==> config.mk <==
export PLATFORM = sky130hd
export DESIGN_NAME = ordered_list_store
export DESIGN_NICKNAME = d
export VERILOG_FILES = /design/src/ols_pkg.sv /design/src/ols_ram.sv /design/src/ordered_list_store.sv
export VERILOG_INCLUDE_DIRS = /design/src /design/src/src
export SDC_FILE = /design/constraint.sdc
export NUM_CORES = 2
export LEC_CHECK = 0
export BUFFER_PORTS_ARGS = -buffer_cell sky130_fd_sc_hd__buf_2
export CAP_MARGIN = 25
export CELL_PAD_IN_SITES_DETAIL_PLACEMENT = 0
export CELL_PAD_IN_SITES_GLOBAL_PLACEMENT = 2
export CORE_MARGIN = 2
export CORE_UTILIZATION = 45
export DETAILED_ROUTE_END_ITERATION = 8
export GPL_ROUTABILITY_DRIVEN = 0
export PLACE_DENSITY = 0.87
export SETUP_SLACK_MARGIN = 0.1
export SYNTH_ARGS = -nofsm -noshare
export SYNTH_HDL_FRONTEND = slang
export SYNTH_SLANG_ARGS = --single-unit
==> constraint.sdc <==
create_clock -name clk -period 6.1 [get_ports clk]
set_input_delay 0.915 -clock clk [delete_from_list [all_inputs] [get_ports clk]]
set_output_delay 0.915 -clock clk [all_outputs]
set_load 0.01 [all_outputs]
==> src/ordered_list_store_macros.svh <==
// ----------------------------------------------------------------------------
// ordered_list_store assertion macros
// Clocked, reset-gated assertion shorthands for the ordered list store.
// ----------------------------------------------------------------------------
`ifndef ORDERED_LIST_STORE_MACROS_SVH
`define ORDERED_LIST_STORE_MACROS_SVH

// Property must hold at every clock edge outside reset.
`define OLS_CHECK(label, prop, msg) \
    label: assert property (@(posedge clk) disable iff (!rst_n) (prop)) else $error(msg);

// Antecedent in one cycle implies consequent in the next.
`define OLS_CHECK_NEXT(label, ante, cons, msg) \
    label: assert property (@(posedge clk) disable iff (!rst_n) (ante) |=> (cons)) \
        else $error(msg);

`endif

==> src/ols_pkg.sv <==
// ----------------------------------------------------------------------------
// ols_pkg
// Item types and request / status codes of the ordered list store.
// ----------------------------------------------------------------------------
`default_nettype none

package ols_pkg;

    localparam logic [2:0] MODE_APPEND      = 3'd0;
    localparam logic [2:0] MODE_REMOVE_LAST = 3'd1;
    localparam logic [2:0] MODE_INSERT      = 3'd2;
    localparam logic [2:0] MODE_ERASE_VALUE = 3'd3;
    localparam logic [2:0] MODE_ERASE_RANGE = 3'd4;
    localparam logic [2:0] MODE_CLEAR       = 3'd5;
    localparam logic [2:0] MODE_READ        = 3'd6;
    localparam logic [2:0] MODE_FILL        = 3'd7;

    localparam logic [2:0] ST_OK       = 3'd0;
    localparam logic [2:0] ST_FULL     = 3'd1;
    localparam logic [2:0] ST_RANGE    = 3'd2;
    localparam logic [2:0] ST_NOTFOUND = 3'd3;
    localparam logic [2:0] ST_EMPTY    = 3'd4;

    typedef struct packed {
        logic [2:0]  mode;
        logic [6:0]  position;
        logic [5:0]  position_end;
        logic [31:0] item_value;
        logic [6:0]  fill_count;
    } req_t;

    typedef struct packed {
        logic [2:0]  status;
        logic [31:0] read_value;
        logic [6:0]  list_length;
    } rsp_t;

endpackage

`default_nettype wire

==> src/ols_ram.sv <==
// ----------------------------------------------------------------------------
// ols_ram
// Generic simple dual-port RAM: one write port, one registered read port.
// ----------------------------------------------------------------------------
`default_nettype none

module ols_ram #(
    parameter int WIDTH = 32,
    parameter int DEPTH = 64
) (
    input  wire logic                     clk,
    input  wire logic                     we,
    input  wire logic [$clog2(DEPTH)-1:0] waddr,
    input  wire logic [WIDTH-1:0]         wdata,
    input  wire logic [$clog2(DEPTH)-1:0] raddr,
    output logic      [WIDTH-1:0]         rdata
);

    logic [WIDTH-1:0] mem [DEPTH];
    logic [WIDTH-1:0] rdata_reg;

    always_ff @(posedge clk)
    begin
        if (we)
        begin
            mem[waddr] <= wdata;
        end
        rdata_reg <= mem[raddr];
    end

    assign rdata = rdata_reg;

endmodule

`default_nettype wire

==> src/ordered_list_store.sv <==
// ----------------------------------------------------------------------------
// ordered_list_store
// Fixed-capacity ordered list of words with append, remove, insert, erase,
// read, clear and fill requests, one result per request.
// ----------------------------------------------------------------------------
//
//  channel   signals                     direction   payload
//  --------  --------------------------  ---------   -------------------
//  request   req_valid / req_ready / req  in          ols_pkg::req_t
//  result    rsp_valid / rsp_ready / rsp  out         ols_pkg::rsp_t
//
//  Append, remove last, clear and requests rejected at decode go from decode
//  straight to done; read passes a read state first. Insert, erase and fill
//  move one entry per cycle through the RAM's single read / write port pair;
//  an erase by value first scans the list for the first match.
//  Reset empties the list at once; no clearing pass, entries are undefined.
//  A finished result waits in the output register; the next request is taken
//  while it waits, and only the final step stalls on a full output register.
// ----------------------------------------------------------------------------
`default_nettype none

module ordered_list_store #(
    parameter int CAPACITY   = 64,
    parameter int WORD_WIDTH = 32
) (
    input  wire logic          clk,
    input  wire logic          rst_n,
    input  wire logic          req_valid,
    output logic               req_ready,
    input  wire ols_pkg::req_t req,
    output logic               rsp_valid,
    input  wire logic          rsp_ready,
    output ols_pkg::rsp_t      rsp
);

    import ols_pkg::*;

    localparam int LW = $clog2(CAPACITY + 1);
    localparam int AW = $clog2(CAPACITY);
    localparam int CW = (LW > 7) ? LW : 7;
    localparam logic [CW-1:0] CAP_W = CW'(CAPACITY);

    typedef enum logic [7:0] {
        S_IDLE   = 8'b0000_0001,
        S_DECODE = 8'b0000_0010,
        S_SCAN   = 8'b0000_0100,
        S_COPY   = 8'b0000_1000,
        S_INSERT = 8'b0001_0000,
        S_FILL   = 8'b0010_0000,
        S_READ   = 8'b0100_0000,
        S_DONE   = 8'b1000_0000
    } state_t;

    // control
    state_t          state_reg, state_next;
    logic [LW-1:0]   fill_reg, fill_next;
    logic            rsp_valid_reg, rsp_valid_next;
    logic            pend_reg, pend_next;
    logic            cmp_vld_reg, cmp_vld_next;

    // payload / datapath
    req_t            req_reg, req_next;
    rsp_t            rsp_reg, rsp_next;
    logic [2:0]      status_reg, status_next;
    logic [31:0]     rd_val_reg, rd_val_next;
    logic [LW-1:0]   src_reg, src_next;
    logic [LW-1:0]   dst_reg, dst_next;
    logic [LW-1:0]   copy_cnt_reg, copy_cnt_next;
    logic            dir_up_reg, dir_up_next;
    logic [LW-1:0]   scan_ptr_reg, scan_ptr_next;
    logic [LW-1:0]   cmp_idx_reg, cmp_idx_next;
    logic [LW-1:0]   fill_ptr_reg, fill_ptr_next;

    logic                  ram_we;
    logic [AW-1:0]         ram_waddr;
    logic [WORD_WIDTH-1:0] ram_wdata;
    logic [AW-1:0]         ram_raddr;
    logic [WORD_WIDTH-1:0] ram_rdata;

    logic [CW-1:0]         pos_w, pend_w, fill_w, cnt_w;
    logic [WORD_WIDTH-1:0] val_w;

    assign pos_w  = CW'(req_reg.position);
    assign pend_w = CW'(req_reg.position_end);
    assign fill_w = CW'(fill_reg);
    assign cnt_w  = CW'(req_reg.fill_count);
    assign val_w  = WORD_WIDTH'(req_reg.item_value);

    ols_ram #(
        .WIDTH (WORD_WIDTH),
        .DEPTH (CAPACITY)
    ) u_entries (
        .clk   (clk),
        .we    (ram_we),
        .waddr (ram_waddr),
        .wdata (ram_wdata),
        .raddr (ram_raddr),
        .rdata (ram_rdata)
    );

    always_comb
    begin
        state_next     = state_reg;
        fill_next      = fill_reg;
        rsp_valid_next = rsp_valid_reg && !rsp_ready;
        pend_next      = 1'b0;
        cmp_vld_next   = 1'b0;
        req_next       = req_reg;
        rsp_next       = rsp_reg;
        status_next    = status_reg;
        rd_val_next    = rd_val_reg;
        src_next       = src_reg;
        dst_next       = dst_reg;
        copy_cnt_next  = copy_cnt_reg;
        dir_up_next    = dir_up_reg;
        scan_ptr_next  = scan_ptr_reg;
        cmp_idx_next   = cmp_idx_reg;
        fill_ptr_next  = fill_ptr_reg;
        ram_we         = 1'b0;
        ram_waddr      = AW'(dst_reg);
        ram_wdata      = val_w;
        ram_raddr      = AW'(src_reg);
        req_ready      = (state_reg == S_IDLE);

        case (state_reg)
            S_IDLE:
            begin
                if (req_valid)
                begin
                    req_next    = req;
                    status_next = ST_OK;
                    rd_val_next = '0;
                    state_next  = S_DECODE;
                end
            end

            S_DECODE:
            begin
                state_next = S_DONE;
                case (req_reg.mode)
                    MODE_APPEND:
                    begin
                        if (fill_w >= CAP_W)
                        begin
                            status_next = ST_FULL;
                        end
                        else
                        begin
                            ram_we    = 1'b1;
                            ram_waddr = AW'(fill_reg);
                            fill_next = fill_reg + 1'b1;
                        end
                    end
                    MODE_REMOVE_LAST:
                    begin
                        if (fill_reg == '0)
                        begin
                            status_next = ST_EMPTY;
                        end
                        else
                        begin
                            fill_next = fill_reg - 1'b1;
                        end
                    end
                    MODE_INSERT:
                    begin
                        if (pos_w > fill_w)
                        begin
                            status_next = ST_RANGE;
                        end
                        else if (fill_w >= CAP_W)
                        begin
                            status_next = ST_FULL;
                        end
                        else
                        begin
                            // shift the tail up by one, top entry first
                            src_next      = LW'(fill_w - 1'b1);
                            dst_next      = fill_reg;
                            copy_cnt_next = LW'(fill_w - pos_w);
                            dir_up_next   = 1'b0;
                            state_next    = S_COPY;
                        end
                    end
                    MODE_ERASE_VALUE:
                    begin
                        scan_ptr_next = '0;
                        state_next    = S_SCAN;
                    end
                    MODE_ERASE_RANGE:
                    begin
                        if (pos_w > pend_w || pend_w >= fill_w)
                        begin
                            status_next = ST_RANGE;
                        end
                        else
                        begin
                            src_next      = LW'(pend_w + 1'b1);
                            dst_next      = LW'(pos_w);
                            copy_cnt_next = LW'(fill_w - pend_w - 1'b1);
                            dir_up_next   = 1'b1;
                            fill_next     = LW'(fill_w - (pend_w - pos_w + 1'b1));
                            state_next    = S_COPY;
                        end
                    end
                    MODE_CLEAR:
                    begin
                        fill_next = '0;
                    end
                    MODE_READ:
                    begin
                        if (pos_w >= fill_w)
                        begin
                            status_next = ST_RANGE;
                        end
                        else
                        begin
                            ram_raddr  = AW'(req_reg.position);
                            state_next = S_READ;
                        end
                    end
                    MODE_FILL:
                    begin
                        if (cnt_w > CAP_W)
                        begin
                            status_next = ST_FULL;
                        end
                        else
                        begin
                            fill_ptr_next = '0;
                            fill_next     = LW'(cnt_w);
                            state_next    = S_FILL;
                        end
                    end
                    default:
                    begin
                        state_next = S_DONE;
                    end
                endcase
            end

            S_SCAN:
            begin
                // compare lags the read address by the RAM's read register
                if (cmp_vld_reg && ram_rdata == val_w)
                begin
                    src_next      = cmp_idx_reg + 1'b1;
                    dst_next      = cmp_idx_reg;
                    copy_cnt_next = fill_reg - cmp_idx_reg - 1'b1;
                    dir_up_next   = 1'b1;
                    fill_next     = fill_reg - 1'b1;
                    state_next    = S_COPY;
                end
                else if (scan_ptr_reg < fill_reg)
                begin
                    ram_raddr     = AW'(scan_ptr_reg);
                    scan_ptr_next = scan_ptr_reg + 1'b1;
                    cmp_vld_next  = 1'b1;
                    cmp_idx_next  = scan_ptr_reg;
                end
                else if (!cmp_vld_reg)
                begin
                    status_next = ST_NOTFOUND;
                    state_next  = S_DONE;
                end
            end

            S_COPY:
            begin
                // read one entry ahead, write the one read last cycle
                if (copy_cnt_reg != '0)
                begin
                    ram_raddr     = AW'(src_reg);
                    src_next      = dir_up_reg ? src_reg + 1'b1 : src_reg - 1'b1;
                    copy_cnt_next = copy_cnt_reg - 1'b1;
                    pend_next     = 1'b1;
                end
                if (pend_reg)
                begin
                    ram_we    = 1'b1;
                    ram_waddr = AW'(dst_reg);
                    ram_wdata = ram_rdata;
                    dst_next  = dir_up_reg ? dst_reg + 1'b1 : dst_reg - 1'b1;
                end
                if (copy_cnt_reg == '0 && !pend_reg)
                begin
                    state_next = (req_reg.mode == MODE_INSERT) ? S_INSERT : S_DONE;
                end
            end

            S_INSERT:
            begin
                ram_we     = 1'b1;
                ram_waddr  = AW'(req_reg.position);
                fill_next  = fill_reg + 1'b1;
                state_next = S_DONE;
            end

            S_FILL:
            begin
                if (CW'(fill_ptr_reg) < cnt_w)
                begin
                    ram_we        = 1'b1;
                    ram_waddr     = AW'(fill_ptr_reg);
                    fill_ptr_next = fill_ptr_reg + 1'b1;
                end
                else
                begin
                    state_next = S_DONE;
                end
            end

            S_READ:
            begin
                rd_val_next = 32'(ram_rdata);
                state_next  = S_DONE;
            end

            S_DONE:
            begin
                if (!rsp_valid_reg || rsp_ready)
                begin
                    rsp_valid_next       = 1'b1;
                    rsp_next.status      = status_reg;
                    rsp_next.read_value  = rd_val_reg;
                    rsp_next.list_length = 7'(fill_reg);
                    state_next           = S_IDLE;
                end
            end

            default:
            begin
                state_next = S_IDLE;
            end
        endcase
    end

    always_ff @(posedge clk or negedge rst_n)
    begin
        if (!rst_n)
        begin
            state_reg     <= S_IDLE;
            fill_reg      <= '0;
            rsp_valid_reg <= 1'b0;
            pend_reg      <= 1'b0;
            cmp_vld_reg   <= 1'b0;
        end
        else
        begin
            state_reg     <= state_next;
            fill_reg      <= fill_next;
            rsp_valid_reg <= rsp_valid_next;
            pend_reg      <= pend_next;
            cmp_vld_reg   <= cmp_vld_next;
        end
    end

    always_ff @(posedge clk)
    begin
        req_reg      <= req_next;
        rsp_reg      <= rsp_next;
        status_reg   <= status_next;
        rd_val_reg   <= rd_val_next;
        src_reg      <= src_next;
        dst_reg      <= dst_next;
        copy_cnt_reg <= copy_cnt_next;
        dir_up_reg   <= dir_up_next;
        scan_ptr_reg <= scan_ptr_next;
        cmp_idx_reg  <= cmp_idx_next;
        fill_ptr_reg <= fill_ptr_next;
    end

    assign rsp_valid = rsp_valid_reg;
    assign rsp       = rsp_reg;

`include "ordered_list_store_macros.svh"

    `OLS_CHECK(a_fill_bound, fill_reg <= CAPACITY, "list length above capacity")
    `OLS_CHECK_NEXT(a_accept_decode, req_valid && req_ready, state_reg == S_DECODE, "no decode")
    `OLS_CHECK(a_rsp_from_done, $rose(rsp_valid_reg) |-> $past(state_reg == S_DONE), "early result")

endmodule

`default_nettype wire

== Word-level counts from Yosys, hierarchy flattened ==
Memories as Yosys holds them, arrays and structs flattened. A register that Yosys moved wholly into a read port is not among the register bits.
Index checks and enable logic that the tools add are counted.
Word-level totals
  register bits: 193
  RAM bits: 2048
  output and inout bits: 44
  memories: 1
Memory list
  u_entries.mem: depth 64, width 32, rd ports 1, clocked after Yosys merged registers in 1, wr ports 1, line ols_ram.sv:19  | logic [WIDTH-1:0] mem [DEPTH];
Operators by class
  $add $sub $neg: 19
  magnitude comparators: 8
  equal/unequal tests: 46
  multiplexer cells: 98
  bitwise operators: 1
  reductions and logical operators: 31
Operator list (count)
  $mux 7: 28
  $mux 8: 13
  $mux 32: 3
  $pmux 7 s3: 4
  $pmux 7 s2: 5
  $pmux 32 s2: 1
  $pmux 8 s7: 1
  $add 7x1->7 const B: 7
  $mux 6: 7
  $sub 7x1->7 const B: 6
  $pmux 8 s5: 1
  $ne 3x3->1 const B: 12
  $pmux 7 s5: 1
  $eq 32x32->1: 1
  $mux 3: 10
  $ne 2x2->1 const B: 14
  $reduce_and 7->1: 3
  $sub 7x7->7: 3
  $pmux 3 s6: 1
  $pmux 6 s3: 1
  $mux 1: 17
  $logic_not 7->1: 2
  $lt 7x7->1: 2
  $eq 3x3->1 const B: 4
  41 further kinds: 56

== Depth between registers and ports, before layout ==
  depth after elaboration: 6
  depth in mapped cells: 19

== Cells and area by module ==
From an unflattened synthesis, not the netlist that was laid out.
Second synthesis, totals
  cells, all modules: 4484
  area, all modules: 90197.8 µm²
By module, submodules not included
  ols_ram: instances 1, cells each 3511, area each 79039.6 µm², sequential area each 62139.6 µm²
  ordered_list_store: instances 1, cells each 973, area each 11158.2 µm², sequential area each 5646.7 µm²

== Least setup slack after synthesis ==
No wires, ideal clock.
  path type: reg-to-reg
  start point: register fill_ptr_reg[1]
  end point: memory u_entries.mem[42][0], enable pin
  library setup time: 0.461 ns
  arrival: 4.932 ns
  setup slack: 0.707 ns
  cell stages (with the launch flop): 13
  path buffers: 1
  period minus slack after synthesis: 5.393 ns
  path through: edfxtp_1 ha_1 a21o_1 a21o_1 a21o_1 a21o_1 a21oi_1 o21ai_1 and3_1 clkbuf_1 nor3_1 nand2_1 nor3_1
Between the ends
  word-level cells in the longest chain between the ends: 5
  elaborated cells between the ends (all ways): 7
RTL lines
  from (decl): line ordered_list_store.sv:72  | logic [LW-1:0] fill_ptr_reg, fill_ptr_next;
  from (signal assigned): line ordered_list_store.sv:370  | fill_ptr_reg <= fill_ptr_next;
  $lt 7x7->1: line ordered_list_store.sv:301  | if (CW'(fill_ptr_reg) < cnt_w)
  $mux 1: line ordered_list_store.sv:301
  $pmux 1 s4: line ordered_list_store.sv:125  | case (state_reg)
  $mux 1: line ols_ram.sv:24  | if (we)
  $mux 1 (not written as such): line ols_ram.sv:26  | mem[waddr] <= wdata;
  to (decl): line ols_ram.sv:19
Parallel ways exist; a longest one is shown, timed or not.

== Worst setup path after layout ==
  start point: register fill_reg[4]
  end point: register u_entries.rdata_reg[10] (netlist: u_entries.rdata[10]) (read register of u_entries.mem)
Between the ends
  word-level cells in the longest chain between the ends: 4
  elaborated cells between the ends (all ways): 7
RTL lines
  from (decl): line ordered_list_store.sv:56  | logic [LW-1:0] fill_reg, fill_next;
  from (signal assigned): line ordered_list_store.sv:351  | fill_reg <= fill_next;
  $lt 7x7->1 / $ge 7x7->1 (equally long branches): line ordered_list_store.sv:254, ordered_list_store.sv:212
  $mux 6 (on tied branches): line ordered_list_store.sv:254, ordered_list_store.sv:212
  $mux 6 (on tied branches): line ordered_list_store.sv:245, ordered_list_store.sv:140
  $pmux 6 s2 *: line ordered_list_store.sv:125
  to (decl): line ols_ram.sv:20  | logic [WIDTH-1:0] rdata_reg;
Mark *: on every way between the ends. The rest lies on a longest branch, timed or not.
A chain may end at the register's enable or synchronous reset.

==> impl_metrics.tcl <==
set metrics [dict create \
    rr_endpoint "u_entries.rdata[10]" \
    place_ws_ns 0.510 \
    grt_pass1_wl_um 419000 \
    r2r_setup_slack_ns 0.34 \
    ant_nets 0 \
    powerDensity_mw_per_mm2 439 \
    hold_ws_ns 0.210 \
    relSlewSlack_pct 29.4 \
    grt_pass1_vias 58300 \
    cts-htree-levels 4 \
    cpMaxStageDelayCell "o31ai_1" \
    n_fill_cell 17100 \
    timing.final.crit_share_pct 94.4 \
    critPathKind "register to register" \
    grt_max_degree 105 \
    synth_most_common_cell "edfxtp_1" \
    ir_drop_mv 0.276 \
    vias 62100 \
    nets 7508 \
    cts_setup_buffers 0 \
    wirelength_um 293000 \
    drt_iter0_markers 8749 \
    area_growth_pct 14.4 \
    wire_per_inst_um 28.6 \
    setup-tns-final_ns 0 \
    dp.cells 9830 \
    core_area_mm2 0.205 \
    max_cap_violations 0 \
    ys_seq_elements 2271 \
    synth-edff-count 2221 \
    synth.distinct_cells 82 \
    ys_top_cells_by_count "edfxtp_1 (2221), nand2_1 (1933), nand3_1 (764), a21oi_1 (210), buf_2 (193)" \
    arrival_ns 6.47 \
    clk_latency_ns 0.91 \
    finalSetupViolCount 0 \
    ys_dominant_reg_cell "edfxtp_1" \
    status "finished, final reports clean" \
    clockRootBuffer "clkbuf_16" \
    cts_buffer_depth 3 \
    synth.top_cell.area_share_pct 71.8 \
    cp_slowest_stage_delay_ns 0.81 \
    cp-end-kind "register" \
    dr.pass1.iters 7 \
    via_per_inst 6.05 \
    worst_setup_path_start_kind "register" \
    drive_above_1_share_pct 11.9 \
    tightest_slew_ns 1.06 \
    cp_common_cell "buf_4" \
    syn-cell-area_mm2 0.0930 \
    crit_path_max_fanout 17 \
    synth_area_leaders "edfxtp_1 (72%), nand2_1 (7.8%), nand3_1 (4.1%), mux2i_1 (1.1%), a21oi_1 (1.1%)" \
    timing.final.ws_setup_ns 0.342 \
    clk_pin_slew_ns 0.06 \
    synth_seq_area_share_pct 72.9 \
    cts.sinks 2271 \
    grt_overflow 0 \
    startpoint "fill_reg[4]" \
    max_freq_mhz 174 \
    cts_tree "yes" \
    rows 166 \
    hpwl_um 179000 \
    cts_buffers 226 \
    syn_avg_cell_area_um2 13.0 \
    hold_class "primary input to register" \
    synth_warnings 0 \
    hold_violations 0 \
    synth_top_area_cell "edfxtp_1" \
    instances_no_fill 10300 \
    drc 0 \
    crit_chain "ha_1, and4_1, a21bo_2, a2111oi_4, mux2i_1, and4_4, buf_4, buf_4, nand2_1, a31oi_1, o21ai_0, o22a_1, o31ai_1" \
    leakagePower_nw 37.1 \
    synth_nets 7272 \
    track_usage_pct 27.4 \
    antenna_found_initial 18 \
    initial_utilization_pct 45.3 \
    reg2reg_depth 13 \
    synthCells 7138 \
    skew_ns 0.0710 \
    port_buffers 102 \
    die_area_mm2 0.210 \
    die_y_um 458 \
    finalCriticalPeriod_ns 5.76 \
    die_w_um 458 \
    drv_slew 0 \
    reg2reg_from "fill_reg[4]" \
    async_reset_ff_share_pct 0.793 \
    largest_register_ffs 2048 \
    required_ns 6.81 \
    io_pins 103 \
    setup.worst_path.end "u_entries.rdata[10]" \
    rsz0062_at_grt "no" \
]
## how the worst min path moves through the flow
| stage | to | from | slack (ns) | cells after the start |
|---|---|---|---|---|
| floorplan | rsp[10] | rd_val_reg[3] | 0.40 | 0 |
| global placement | rsp[25] | rd_val_reg[18] | 0.40 | 0 |
| detailed placement | rsp[20] | rd_val_reg[13] | 0.40 | 0 |
| CTS | pend_w[1] | req[40] | 0.15 | 1 |
| global route | pend_w[3] | req[42] | 0.19 | 1 |
| finish | pend_w[1] | req[40] | 0.21 | 1 |
## cell type report
type	instances	area [um^2]	area share, %
diodes	2	5.00	0.00471
clock buffers	285	5960	5.60
clock inverters	142	1760	1.66
inverters	67	251	0.236
multi-input cells	4368	23500	22.1
flip-flops and latches	2271	67800	63.7
well taps	2688	3360	3.16
repair buffers	440	3730	3.50
## logic make-up after synthesis
logic type	Yosys count	synth area share [%]
buffers and inverters	499	2.40
muxes	139	1.54
and+or+nand+nor	3241	15.1
xor gates and xnor gates	94	0.886
AOI/OAI and AO/OA	819	6.00
DFF	2271	72.9
adders and majority gates	75	1.11
## placed cells by master, fill, tap and decap left out, types with 38 or more instances in the layout
cell type	instances
edfxtp_1	2221
nand2_1	1929
nand3_1	764
buf_4	277
clkbuf_16	226
a21oi_1	209
and3_1	149
a31oi_1	124
nor2_1	114
mux2i_1	106
buf_2	105
a311oi_1	88
inv_1	66
o21ai_0	66
ha_1	63
buf_12	55
xor2_1	52
o221ai_1	51
nor2_4	51
clkbuf_1	51
o22ai_1	48
nand4_1	47
and2_1	44
xnor2_1	42
clkinv_1	40
nor3_1	39
clkinv_2	38
## metrics by stage
step                      power (W)  instance area (um^2)  util, %
after floorplan              0.0263                 93000        -
after global placement       0.0321                 98500     48.1
after detailed placement     0.0323                 98600     48.1
after CTS                    0.0466                106000     51.9
after global routing         0.0482                106000     51.9
final                        0.0467                106000     51.9
## critical path: cells and delay by family, from the launching register on
kind	cells	cell delay (ns)
AOI/OAI and AO/OA	6	2.51
adders and majority gates	1	0.46
buffers and inverters	2	0.68
DFF	1	0.54
muxes	1	0.33
and+or+nand+nor	3	1.00
## where the power goes
group,internal [W],total [W],switching [W]
Sequential,0.0186,0.0190,0.000412
Combinational,0.00373,0.0133,0.00960
Clock,0.00831,0.0144,0.00610
## repair_timing
| item | CTS | global route |
|---|---|---|
| hold buffers | 1 | 0 |
| endpoints found under the hold margin | 17 | 0 |
| gates resized for setup | 0 | 1 |
| setup endpoints to repair | 0 | 1 |
## routing by layer
layer	vias up	wire length, um	GRT usage [%]
li1	26800	-	-
met1	31300	118000	38.6
met3	501	30800	5.58
met4	16	10600	9.64
met5	-	126	0
met2	3434	134000	42.4
No activity file was read; power rests on OpenSTA's default activity.
